$ cat src/rtl/lr_pkg.sv
// ----------------------------------------------------------------------------
// Line rasterizer package
// Shared widths, line modes, request codes and the setup record.
// ----------------------------------------------------------------------------
package lr_pkg;

    localparam int COORD_W = 10;
    localparam int ERR_W   = 12;

    typedef enum logic [1:0] {
        MODE_VERT = 2'd0,
        MODE_HORZ = 2'd1,
        MODE_XMAJ = 2'd2,
        MODE_YMAJ = 2'd3
    } line_mode_t;

    localparam logic OP_START = 1'b0;
    localparam logic OP_STEP  = 1'b1;

    typedef logic [COORD_W-1:0] coord_t;
    typedef logic [ERR_W-1:0]   err_t;

    // inc_move is the error increment when the minor axis moves, inc_stay when
    // it holds; inc_stay carries the sign of the minor-axis difference.
    typedef struct packed {
        line_mode_t mode;
        coord_t     major;
        coord_t     minor;
        coord_t     limit;
        err_t       err;
        err_t       inc_move;
        err_t       inc_stay;
    } lr_line_t;

    typedef struct packed {
        logic     is_start;
        lr_line_t line;
    } lr_req_t;

endpackage

$ cat src/rtl/lr_req_if.sv
// ----------------------------------------------------------------------------
// Line request channel
// Valid/ready channel carrying a start or step request.
// ----------------------------------------------------------------------------
interface lr_req_if;
    logic              valid;
    logic              ready;
    logic              operation;
    lr_pkg::coord_t    x_start;
    lr_pkg::coord_t    y_start;
    lr_pkg::coord_t    x_end;
    lr_pkg::coord_t    y_end;

    modport source (output valid, operation, x_start, y_start, x_end, y_end,
                    input ready);
    modport sink   (input valid, operation, x_start, y_start, x_end, y_end,
                    output ready);
endinterface

$ cat src/rtl/lr_pix_if.sv
// ----------------------------------------------------------------------------
// Pixel result channel
// Valid/ready channel carrying one emitted pixel.
// ----------------------------------------------------------------------------
interface lr_pix_if;
    logic              valid;
    logic              ready;
    lr_pkg::coord_t    pixel_x;
    lr_pkg::coord_t    pixel_y;
    logic              pixel_valid;
    logic              last_pixel;

    modport source (output valid, pixel_x, pixel_y, pixel_valid, last_pixel,
                    input ready);
    modport sink   (input valid, pixel_x, pixel_y, pixel_valid, last_pixel,
                    output ready);
endinterface

$ cat src/rtl/lr_setup.sv
// ----------------------------------------------------------------------------
// Line setup stage
// Clamps endpoints, picks the line mode and start values, and registers them.
// ----------------------------------------------------------------------------
module lr_setup #(
    parameter int CANVAS_SIZE = 1024
) (
    input  logic            clk,
    input  logic            rst_n,
    lr_req_if.sink          req,
    input  logic            take,
    output logic            stage_valid,
    output lr_pkg::lr_req_t stage
);

    localparam int          CLAMP_W   = 17;
    localparam logic [CLAMP_W-1:0] CLAMP_TOP = CLAMP_W'(CANVAS_SIZE - 1);

    function automatic lr_pkg::coord_t clamp_coord(input lr_pkg::coord_t v);
        logic [CLAMP_W-1:0] wide;
        wide = CLAMP_W'(v);
        if (wide > CLAMP_TOP)
            return CLAMP_TOP[lr_pkg::COORD_W-1:0];
        return v;
    endfunction

    logic              valid_reg;
    lr_pkg::lr_req_t   stage_reg;
    lr_pkg::lr_req_t   stage_next;
    logic              load;

    lr_pkg::coord_t    xs, ys, xe, ye;
    lr_pkg::coord_t    adx, ady;
    logic              x_ge, y_ge;
    logic [lr_pkg::COORD_W:0] dmin;
    lr_pkg::coord_t    dmaj;
    lr_pkg::err_t      dmin_ext, dmaj_ext;

    assign req.ready = !valid_reg || take;
    assign load      = req.valid && req.ready;

    always_comb
    begin
        xs   = clamp_coord(req.x_start);
        ys   = clamp_coord(req.y_start);
        xe   = clamp_coord(req.x_end);
        ye   = clamp_coord(req.y_end);
        x_ge = xe >= xs;
        y_ge = ye >= ys;
        adx  = x_ge ? xe - xs : xs - xe;
        ady  = y_ge ? ye - ys : ys - ye;
        dmin = '0;
        dmaj = '0;

        stage_next.is_start = (req.operation == lr_pkg::OP_START);
        stage_next.line     = '0;

        priority if (xs == xe)
        begin
            stage_next.line.mode  = lr_pkg::MODE_VERT;
            stage_next.line.minor = xs;
            stage_next.line.major = y_ge ? ys : ye;
            stage_next.line.limit = y_ge ? ye : ys;
        end
        else if (ys == ye)
        begin
            stage_next.line.mode  = lr_pkg::MODE_HORZ;
            stage_next.line.minor = ys;
            stage_next.line.major = x_ge ? xs : xe;
            stage_next.line.limit = x_ge ? xe : xs;
        end
        else if (adx >= ady)
        begin
            stage_next.line.mode = lr_pkg::MODE_XMAJ;
            dmaj                 = adx;
            if (x_ge)
            begin
                stage_next.line.major = xs;
                stage_next.line.minor = ys;
                stage_next.line.limit = xe;
                dmin = {1'b0, ye} - {1'b0, ys};
            end
            else
            begin
                stage_next.line.major = xe;
                stage_next.line.minor = ye;
                stage_next.line.limit = xs;
                dmin = {1'b0, ys} - {1'b0, ye};
            end
        end
        else
        begin
            stage_next.line.mode = lr_pkg::MODE_YMAJ;
            dmaj                 = ady;
            if (!y_ge)
            begin
                stage_next.line.major = ys;
                stage_next.line.minor = xs;
                stage_next.line.limit = ye;
                dmin = {1'b0, xe} - {1'b0, xs};
            end
            else
            begin
                stage_next.line.major = ye;
                stage_next.line.minor = xe;
                stage_next.line.limit = ys;
                dmin = {1'b0, xs} - {1'b0, xe};
            end
        end

        dmin_ext = {dmin[lr_pkg::COORD_W], dmin};
        dmaj_ext = {2'b00, dmaj};
        stage_next.line.inc_stay = dmin_ext;
        stage_next.line.inc_move = dmin[lr_pkg::COORD_W] ? dmin_ext + dmaj_ext
                                                         : dmin_ext - dmaj_ext;
        stage_next.line.err      = stage_next.line.inc_move;
    end

    always_ff @(posedge clk or negedge rst_n)
    begin
        if (!rst_n)
            valid_reg <= 1'b0;
        else if (load)
            valid_reg <= 1'b1;
        else if (take)
            valid_reg <= 1'b0;
    end

    always_ff @(posedge clk)
    begin
        if (load)
            stage_reg <= stage_next;
    end

    assign stage_valid = valid_reg;
    assign stage       = stage_reg;

endmodule

$ cat src/rtl/lr_stepper.sv
// ----------------------------------------------------------------------------
// Line stepper
// Holds the active line, emits one pixel per request and advances the line.
// ----------------------------------------------------------------------------
module lr_stepper (
    input  logic            clk,
    input  logic            rst_n,
    input  logic            stage_valid,
    input  lr_pkg::lr_req_t stage,
    output logic            take,
    lr_pix_if.source        pix
);

    logic              active_reg, active_next;
    lr_pkg::lr_line_t  line_reg, line_next;
    logic              out_valid_reg;
    lr_pkg::coord_t    px_reg, py_reg, px_next, py_next;
    logic              pv_reg, last_reg, pv_next, last_next;

    lr_pkg::lr_line_t  cur;
    logic              cur_active;
    logic              at_last;
    logic              diag;
    logic              move;

    assign take = stage_valid && (!out_valid_reg || pix.ready);

    always_comb
    begin
        cur        = stage.is_start ? stage.line : line_reg;
        cur_active = stage.is_start || active_reg;
        at_last    = (cur.major == cur.limit);
        diag       = (cur.mode == lr_pkg::MODE_XMAJ) || (cur.mode == lr_pkg::MODE_YMAJ);

        if (cur.inc_stay[lr_pkg::ERR_W-1])
            move = cur.err[lr_pkg::ERR_W-1] || (cur.err == '0);
        else
            move = !cur.err[lr_pkg::ERR_W-1];

        line_next = cur;
        if (diag)
        begin
            line_next.err = cur.err + (move ? cur.inc_move : cur.inc_stay);
            if (move)
                line_next.minor = cur.inc_stay[lr_pkg::ERR_W-1] ? cur.minor - 1'b1
                                                                : cur.minor + 1'b1;
        end
        line_next.major = (cur.mode == lr_pkg::MODE_YMAJ) ? cur.major - 1'b1
                                                          : cur.major + 1'b1;

        active_next = cur_active && !at_last;

        if (cur_active)
        begin
            if ((cur.mode == lr_pkg::MODE_VERT) || (cur.mode == lr_pkg::MODE_YMAJ))
            begin
                px_next = cur.minor;
                py_next = cur.major;
            end
            else
            begin
                px_next = cur.major;
                py_next = cur.minor;
            end
            pv_next   = 1'b1;
            last_next = at_last;
        end
        else
        begin
            px_next   = '0;
            py_next   = '0;
            pv_next   = 1'b0;
            last_next = 1'b0;
        end
    end

    always_ff @(posedge clk or negedge rst_n)
    begin
        if (!rst_n)
        begin
            active_reg    <= 1'b0;
            out_valid_reg <= 1'b0;
        end
        else
        begin
            if (take)
            begin
                active_reg    <= active_next;
                out_valid_reg <= 1'b1;
            end
            else if (pix.ready)
                out_valid_reg <= 1'b0;
        end
    end

    always_ff @(posedge clk)
    begin
        if (take)
        begin
            px_reg   <= px_next;
            py_reg   <= py_next;
            pv_reg   <= pv_next;
            last_reg <= last_next;
            if (cur_active && !at_last)
                line_reg <= line_next;
        end
    end

    assign pix.valid       = out_valid_reg;
    assign pix.pixel_x     = px_reg;
    assign pix.pixel_y     = py_reg;
    assign pix.pixel_valid = pv_reg;
    assign pix.last_pixel  = last_reg;

    a_last_has_pixel: assert property (@(posedge clk) disable iff (!rst_n)
        out_valid_reg && last_reg |-> pv_reg)
        else $error("last pixel flagged on an empty result");

    a_ymaj_bound: assert property (@(posedge clk) disable iff (!rst_n)
        active_reg && (line_reg.mode == lr_pkg::MODE_YMAJ) |->
        line_reg.major >= line_reg.limit)
        else $error("y-major line stepped past its end");

    a_other_bound: assert property (@(posedge clk) disable iff (!rst_n)
        active_reg && (line_reg.mode != lr_pkg::MODE_YMAJ) |->
        line_reg.major <= line_reg.limit)
        else $error("line stepped past its end");

    a_idle_step: assert property (@(posedge clk) disable iff (!rst_n)
        take && !stage.is_start && !active_reg |=> !pv_reg)
        else $error("step while idle emitted a pixel");

    a_start_emits: assert property (@(posedge clk) disable iff (!rst_n)
        take && stage.is_start |=> out_valid_reg && pv_reg)
        else $error("start request emitted no pixel");

endmodule

$ cat src/rtl/line_rasterizer.sv
// ----------------------------------------------------------------------------
// Line rasterizer
// Bresenham line drawing over all octants, one pixel per request.
// ----------------------------------------------------------------------------
// A start request latches two endpoints and returns the first pixel; each
// step request returns the next pixel, with last_pixel set on the final one.
// A step with no line in progress returns a result with pixel_valid low.
// Every request gives exactly one result. The block takes one request per
// clock while pix.ready holds the result channel open. A request passes
// the setup register, where endpoints are ordered and the error term is
// seeded, and then the stepper's output register, whose single error-term
// add and end compare set the pixel rate.
module line_rasterizer #(
    parameter int CANVAS_SIZE = 1024
) (
    input  logic     clk,
    input  logic     rst_n,
    lr_req_if.sink   req,
    lr_pix_if.source pix
);

    logic            stage_valid;
    logic            take;
    lr_pkg::lr_req_t stage;

    lr_setup #(
        .CANVAS_SIZE (CANVAS_SIZE)
    ) u_setup (
        .clk         (clk),
        .rst_n       (rst_n),
        .req         (req),
        .take        (take),
        .stage_valid (stage_valid),
        .stage       (stage)
    );

    lr_stepper u_stepper (
        .clk         (clk),
        .rst_n       (rst_n),
        .stage_valid (stage_valid),
        .stage       (stage),
        .take        (take),
        .pix         (pix)
    );

endmodule
$ cat src/flat_wrapper.sv
// flat-port wrapper written by rule: the top's interface ports become plain ports
module line_rasterizer_flat 
#(
    parameter int CANVAS_SIZE = 1024
)
  (clk, rst_n, req_valid, req_operation, req_x_start, req_y_start, req_x_end, req_y_end, req_ready, pix_valid, pix_pixel_x, pix_pixel_y, pix_pixel_valid, pix_last_pixel, pix_ready);
  lr_req_if req_i ();
  lr_pix_if pix_i ();
  input  logic clk;
  input  logic rst_n;
  input wire logic [$bits(req_i.valid)-1:0] req_valid;
  input wire logic [$bits(req_i.operation)-1:0] req_operation;
  input wire logic [$bits(req_i.x_start)-1:0] req_x_start;
  input wire logic [$bits(req_i.y_start)-1:0] req_y_start;
  input wire logic [$bits(req_i.x_end)-1:0] req_x_end;
  input wire logic [$bits(req_i.y_end)-1:0] req_y_end;
  output wire logic [$bits(req_i.ready)-1:0] req_ready;
  output wire logic [$bits(pix_i.valid)-1:0] pix_valid;
  output wire logic [$bits(pix_i.pixel_x)-1:0] pix_pixel_x;
  output wire logic [$bits(pix_i.pixel_y)-1:0] pix_pixel_y;
  output wire logic [$bits(pix_i.pixel_valid)-1:0] pix_pixel_valid;
  output wire logic [$bits(pix_i.last_pixel)-1:0] pix_last_pixel;
  input wire logic [$bits(pix_i.ready)-1:0] pix_ready;
  assign req_i.valid = req_valid;
  assign req_i.operation = req_operation;
  assign req_i.x_start = req_x_start;
  assign req_i.y_start = req_y_start;
  assign req_i.x_end = req_x_end;
  assign req_i.y_end = req_y_end;
  assign req_ready = req_i.ready;
  assign pix_valid = pix_i.valid;
  assign pix_pixel_x = pix_i.pixel_x;
  assign pix_pixel_y = pix_i.pixel_y;
  assign pix_pixel_valid = pix_i.pixel_valid;
  assign pix_last_pixel = pix_i.last_pixel;
  assign pix_i.ready = pix_ready;
  line_rasterizer #(.CANVAS_SIZE(CANVAS_SIZE)) u_core (.clk(clk), .rst_n(rst_n), .req(req_i), .pix(pix_i));
endmodule
$ cat config.mk
export PLATFORM = sky130hd
export DESIGN_NAME = line_rasterizer_flat
export DESIGN_NICKNAME = d
export VERILOG_FILES = /design/src/rtl/lr_pkg.sv /design/src/rtl/lr_req_if.sv /design/src/rtl/lr_pix_if.sv /design/src/rtl/lr_setup.sv /design/src/rtl/lr_stepper.sv /design/src/rtl/line_rasterizer.sv /design/src/flat_wrapper.sv
export SDC_FILE = /design/constraint.sdc
export NUM_CORES = 1
export LEC_CHECK = 0
export BUFFER_PORTS_ARGS = -buffer_cell sky130_fd_sc_hd__buf_2
export CAP_MARGIN = 20
export CORE_MARGIN = 2
export CORE_UTILIZATION = 40
export CTS_BUF_LIST = sky130_fd_sc_hd__clkbuf_4
export DETAILED_ROUTE_END_ITERATION = 7
export GPL_ROUTABILITY_DRIVEN = 0
export PLACE_DENSITY_LB_ADDON = 0.2
export RECOVER_POWER = 100
export SYNTH_ARGS = -nofsm -noshare
export SYNTH_HDL_FRONTEND = slang
export SYNTH_HIERARCHICAL = 1
export SYNTH_SLANG_ARGS = --single-unit
$ cat constraint.sdc
create_clock -name clk -period 9.7 [get_ports clk]
set_clock_uncertainty 0.15 [all_clocks]
set_input_delay 0 -clock clk [delete_from_list [all_inputs] [get_ports clk]]
set_output_delay 0 -clock clk [all_outputs]
set_load 0.03 [all_outputs]
==> impl_metrics.yaml, run 1 <==
clocking:
  worstSkewPairLatency_ns: 0.58
  clock_path_buffers: 2
  postCtsResizedCells: 0
  clk_pin_slew_ns: 0.14
  holdBufCountCts: 61
  clk_root_buffer_cell: "sky130_fd_sc_hd__clkbuf_4"
  cts.sink_count: 149
  post_cts_buffers: 0
  cts-buffers-inserted: 17
  cts_htree_levels: 4
  clock_tree_from_tritoncts: "yes"
timing:
  holdWs_ns: 0.04008
  fmaxAchievable_mhz: 122.3
  final_hold_viol_count: 0
  timing_worst_slew_pin_value_ns: 3.985
  slew_headroom: -1.657
  timing.final.crit_share: 0.8431
  finalSetupViolCount: 0
  rsz0062_at_grt: "no"
  finalMaxSlewViolations: 205
  fin_tns_setup_ns: 0
  final.min_clock_period_ns: 8.178
finish:
  finish.cell_count_without_fillers: 1807
  layout-area-overhead-vs-synth_pct: 11.29
  layout-drive-gt1-share: 0.1064
  largest_register_ffs: 68
  nets: 1541
  layout.cell_area.non_filler_um2: 13850
synth:
  post-synth-top-count-cell: "sky130_fd_sc_hd__edfxtp_1"
  ys_async_rst_share: 0.02013
  synth_common_cells: "sky130_fd_sc_hd__edfxtp_1 (146), sky130_fd_sc_hd__nand2_1 (103), sky130_fd_sc_hd__nor2_1 (96)"
  synth_compound_area_frac: 0.1986
  synth_warnings: 6
  synth_mux_area_frac: 0.09212
  synth_seq_cells: 149
  synth_top_cells_by_area: "sky130_fd_sc_hd__edfxtp_1 (35%), sky130_fd_sc_hd__ha_1 (9.2%), sky130_fd_sc_hd__mux2_2 (5.1%)"
  post_synth_xor_area_fraction: 0.05340
  postSynth.topFlopCell: "sky130_fd_sc_hd__edfxtp_1"
  post-synth-top-area-cell: "sky130_fd_sc_hd__edfxtp_1"
  synth_fa_ha_area_frac: 0.1044
  postSynthCellCount: 1305
  synth_top_cell_area_share: 0.3524
  syn-num-nets: 1449
  edff_count_synth: 146
  ys_seq_area_frac: 0.3584
  synth_top_family_by_area: "compound AO/OA/AOI/OAI gates"
  synth_area_per_cell_um2: 9.534
  synth_area_um2: 12440
  synth_simple_gate_area_frac: 0.1393
  post_synth_num_cell_types: 86
global_routing:
  grt_pass1_vias: 9552
  grt_first_pass_wirelength_um: 52990
  grt-ovfl-total: 0
  maximum_number_of_pins_on_one_net_before_global_route_repair: 69
  initial_antenna_violation_count: 1
  grtUsageTotal: 0.2043
routing:
  dr_total_vias: 10367
  postRouteAntennaNets: 0
  routed_wirelength_um: 34140
  drt_pass1_iterations: 7
  detail_route.drc_violations: 0
  drt-initial-drc-count: 993
  vias_per_cell: 5.737
  wl_per_cell_um: 18.89
placement:
  place.detailed.instances: 1711
  io_buffer_count: 68
  dpl_cell_area_um2: 13030
  place.detailed.hpwl_um: 25590
critical_path:
  worst_ep_required_time_ns: 9.95
  end_kind: "flip-flop"
  reg2reg_slack_ns: 1.52
  timing.critical_path.fanout_max: 43
  rr_worst_depth: 14
  type_of_the_setup_path_with_the_least_slack: "reg -> reg"
  startpoint_type: "flip-flop"
  timing.critical_path.arrival_ns: 8.43
run_status:
  outcome: "finished, violations left"
  failed_checks: "max-capacitance violations, max-slew violations"
hold_path:
  worst_hold_path.num_cells: 3
  hold_path_class: "in -> reg"
pwr:
  power_per_cell_area_nw_per_um2: 291.2
  ir_worst_vdd_mv: 0.1807
  reported_leakage_power_nw: 5.522
floorplan:
  initial_core_util: 0.4067
  floorplan.core_area_um2: 30590
  floorplan.die.width_um: 180.4
  core.rowCount: 64
  floorplan.io_pins: 69
  die_area_um2: 32530
  y_dimension_of_the_die_um: 180.4
flow_run:
  maxCapViolCount: 4
-- layout make-up --
cell class                      instances  area (µm²)
Timing Repair Buffer                  145        1006
Antenna cell                            1       2.502
Fill cell                            2967       16740
Inverter                               82       307.8
Tap cell                              396       495.5
Sequential cell                       149        4459
Clock buffer                           17       127.6
Clock inverter                         15       137.6
Multi-Input combinational cell       1002        7311
-- kinds of logic after synthesis --
logic type,count (synthesis)
AO/OA/AOI/OAI,369
AND/OR/NAND/NOR,355
buffers and inverters,154
flip-flops,149
multiplexers,104
adder cells (fa/ha/maj),99
XOR/XNOR,75
-- through the flow --
| step | power, mW | worst slack, ns | util |
|---|---|---|---|
| after floorplan | 3.033 | 2.597 | - |
| after global placement | 3.552 | 2.595 | 0.4260 |
| after detailed placement | 3.563 | 2.310 | 0.4260 |
| after CTS | 4.038 | 2.372 | 0.4546 |
| after global routing | 4.358 | 0.9094 | 0.4527 |
| final | 4.032 | 1.522 | 0.4527 |
-- critical path, cell delays in order, from the launching register on --
cell and delay, ns:
sky130_fd_sc_hd__edfxtp_1 0.51, sky130_fd_sc_hd__clkbuf_1 1.43, sky130_fd_sc_hd__clkbuf_1 1.87, sky130_fd_sc_hd__mux2i_4 0.34, sky130_fd_sc_hd__inv_1 0.53, sky130_fd_sc_hd__o211ai_1 0.23, sky130_fd_sc_hd__o31ai_4 0.68, sky130_fd_sc_hd__mux2_2 0.42
sky130_fd_sc_hd__ha_1 0.35, sky130_fd_sc_hd__o211ai_1 0.11, sky130_fd_sc_hd__o211ai_1 0.32, sky130_fd_sc_hd__a31oi_1 0.20, sky130_fd_sc_hd__or2_2 0.36, sky130_fd_sc_hd__a221oi_1 0.27, sky130_fd_sc_hd__nor3b_1 0.21
-- path summary, 6_finish.rpt --
path                                                 end                        from
max                        u_core/u_stepper/line_reg[35]    u_core/u_setup/stage[68]
min                             u_core/u_setup/stage[51]              req_y_start[5]
max reg2reg                u_core/u_stepper/line_reg[35]    u_core/u_setup/stage[68]
min reg2reg                   u_core/u_stepper/pix.valid  u_core/u_setup/stage_valid
max in group asynchronous     u_core/u_stepper/pix.valid                       rst_n
min in group asynchronous     u_core/u_setup/stage_valid                       rst_n
-- placed cells by master, fill, tap and decap left out, types with 41 or more instances in the layout --
cell                            synthesis  routed
sky130_fd_sc_hd__buf_2                 13      43
sky130_fd_sc_hd__nand2_1              103     105
sky130_fd_sc_hd__dlygate4sd3_1          0      61
sky130_fd_sc_hd__nor2_1                96      95
sky130_fd_sc_hd__ha_1                  91      91
sky130_fd_sc_hd__mux2_2                56      41
sky130_fd_sc_hd__edfxtp_1             146     146
sky130_fd_sc_hd__o21ai_0               50      54
sky130_fd_sc_hd__a21oi_1               90      90
sky130_fd_sc_hd__inv_1                 79      80
sky130_fd_sc_hd__xnor2_1               54      54
-- power by group --
group | switching (mW) | internal, mW | leakage, nW
Combinational | 1.43 | 1.06 | 3.97
Sequential | 0.100 | 1.06 | 1.42
Clock | 0.265 | 0.113 | 0.138
-- per-layer routing --
metal | global-route usage | vias up | part of all wire
met3 | 0.02284 | 58 | 0.049
li1 | - | 5050 | -
met5 | 0 | - | 0
met1 | 0.2879 | 4906 | 0.46
met2 | 0.3247 | 353 | 0.46
met4 | 0.07323 | 0 | 0.028
(Power assumes the default switching activity.)
==> run 2: changes to the inputs <==
==> constraint.sdc (replaced) <==
create_clock -name clk -period 7.2 [get_ports clk]
set_clock_uncertainty 0.15 [all_clocks]
set_input_delay 0 -clock clk [delete_from_list [all_inputs] [get_ports clk]]
set_output_delay 0 -clock clk [all_outputs]
set_load 0.03 [all_outputs]
==> run 2 against run 1 <==
Effect of this change: the flow still finishes with violations (max-capacitance violations, max-slew violations); utilization up 0.20 points; sequential share of layout area fell by 0.14 points; largest power group unchanged; routed wire length is 2.0% higher; sequential cell count unchanged; die area is the same; global-route usage rose by 0.66 points; via count is 1.3% higher.
==> impl_metrics.yaml, run 2 (same netlist as run 1, synthesis figures left out) <==
run_status:
  outcome: "finished, violations left"
  failed_checks: "max-capacitance violations, max-slew violations"
finish:
  flip_flop_and_latch_area_um2: 4459
  layout-area-overhead-vs-synth_pct: 11.79
  layout.cell_area.non_filler_um2: 13910
  layout-drive-gt1-share: 0.1155
  multi_input_area_um2: 7301
  largest_register_ffs: 68
  layout_common_cells: "sky130_fd_sc_hd__edfxtp_1 (146), sky130_fd_sc_hd__nand2_1 (105), sky130_fd_sc_hd__nor2_1 (95), sky130_fd_sc_hd__ha_1 (91), sky130_fd_sc_hd__a21oi_1 (90)"
  nets: 1542
  fillers: 2974
  layout_commonest_cell: "sky130_fd_sc_hd__edfxtp_1"
floorplan:
  floorplan.core_area_um2: 30590
  die_area_um2: 32530
  floorplan.io_pins: 69
  floorplan.die.width_um: 180.4
  core.rowCount: 64
  initial_core_util: 0.4067
  y_dimension_of_the_die_um: 180.4
clocking:
  worstSkewPairLatency_ns: 0.56
  cts.sink_count: 149
  clk_root_buffer_cell: "sky130_fd_sc_hd__clkbuf_4"
  clock_tree_from_tritoncts: "yes"
  post_cts_buffers: 0
  cts_htree_levels: 4
  clk_pin_slew_ns: 0.13
  cts-buffers-inserted: 17
  clock_path_buffers: 2
critical_path:
  timing.critical_path.fanout_max: 13
  critPathSlowestCell: "sky130_fd_sc_hd__dlygate4sd3_1"
  max_stage_delay_ns: 0.54
  timing.critical_path.from: "req_y_end[4]"
  timing.critical_path.arrival_ns: 6.99
  end_kind: "flip-flop"
  critical-path-top-cell-by-count: "sky130_fd_sc_hd__ha_1"
  r2r-start: "u_core/u_setup/stage[68]"
  startpoint_type: "input pin"
  type_of_the_setup_path_with_the_least_slack: "in -> reg"
  worst_ep_required_time_ns: 7.40
hold_path:
  timing.hold.worst.start: "req_y_end[3]"
  hold_path_class: "in -> reg"
routing:
  postRouteAntennaNets: 0
  drt_pass1_iterations: 7
  drt-initial-drc-count: 1006
  vias_per_cell: 5.811
  wl_per_cell_um: 19.26
  routed_wirelength_um: 34810
  dr_total_vias: 10506
  detail_route.drc_violations: 0
pwr:
  ir_worst_vdd_mv: 0.1874
  power_per_cell_area_nw_per_um2: 397.6
  reported_leakage_power_nw: 5.603
global_routing:
  initial_antenna_violation_count: 1
  maximum_number_of_pins_on_one_net_before_global_route_repair: 71
  grtUsageTotal: 0.2108
  grt_first_pass_wirelength_um: 55120
  grt-ovfl-total: 0
  grt_pass1_vias: 9902
timing:
  fmaxAchievable_mhz: 147.2
  final.min_clock_period_ns: 6.793
  finalSetupViolCount: 0
  timing.final.crit_share: 0.9435
  fin_tns_setup_ns: 0
  slew_headroom: -1.042
  final_hold_viol_count: 0
  rsz0062_at_grt: "no"
  finalMaxSlewViolations: 174
  timing_worst_slew_pin_value_ns: 3.062
placement:
  dpl_cell_area_um2: 13110
  place.detailed.hpwl_um: 26190
  io_buffer_count: 68
flow_run:
  maxCapViolCount: 4
## run 2: metal layers
layer,track usage,vias up,share of wire
met1,0.2980,5049,0.46
met3,0.02162,54,0.050
li1,-,5039,-
met5,0,-,0
met2,0.3415,364,0.47
met4,0.06387,0,0.025
## run 2: worst paths after layout
kind	cells past startpoint	end	slack (ns)
max	28	u_core/u_setup/stage[23]	0.41
min	3	u_core/u_setup/stage[49]	0.04
max reg2reg	12	u_core/u_stepper/line_reg[35]	0.96
min reg2reg	1	u_core/u_stepper/pix.valid	0.34
max in group asynchronous	3	u_core/u_setup/stage_valid	6.61
min in group asynchronous	3	u_core/u_stepper/pix.valid	0.12
## run 2: where the power goes
part | leakage, nW | switching (mW) | internal, mW
registers | 1.42 | 0.132 | 1.43
clock network | 0.169 | 0.345 | 0.227
logic | 4.02 | 1.95 | 1.44
## run 2: area by class of cell
| type | count | area share |
|---|---|---|
| Multi-Input combinational cell | 1002 | 0.5249 |
| Tap cell | 396 | 0.03562 |
| Clock inverter | 14 | 0.01304 |
| Inverter | 82 | 0.02213 |
| Timing Repair Buffer | 146 | 0.07377 |
| Clock buffer | 18 | 0.009716 |
| Antenna cell | 1 | 0.0001799 |
| Sequential cell | 149 | 0.3206 |
## run 2: critical path: cells and delay by family
kind	cells	cell delay, ns
AOI/OAI and AO/OA	13	3.04
adders and majority gates	4	1.29
buffers and inverters	4	0.94
muxes	2	0.60
and+or+nand+nor	5	1.10
## run 2: metrics by stage
step                      total power, mW  cells  setup slack, ns    util  hold slack (ns)
after global placement              4.835   1720           0.6197  0.4286          -0.3512
after global routing                6.005   1808          0.02072  0.4547          0.02649
after detailed placement            4.855   1720           0.4717  0.4286          -0.3511
final                               5.529   1808           0.4066  0.4547          0.04424
after CTS                           5.553   1806           0.4760  0.4566          0.03452
after floorplan                     4.086   1305          0.09722       -          -0.4456
## run 2: repair_timing
item | CTS | global route
hold buffers | 54 | 0
resized for setup | 0 | 2
setup endpoints to repair | 0 | 1
hold endpoints to repair | 37 | 0
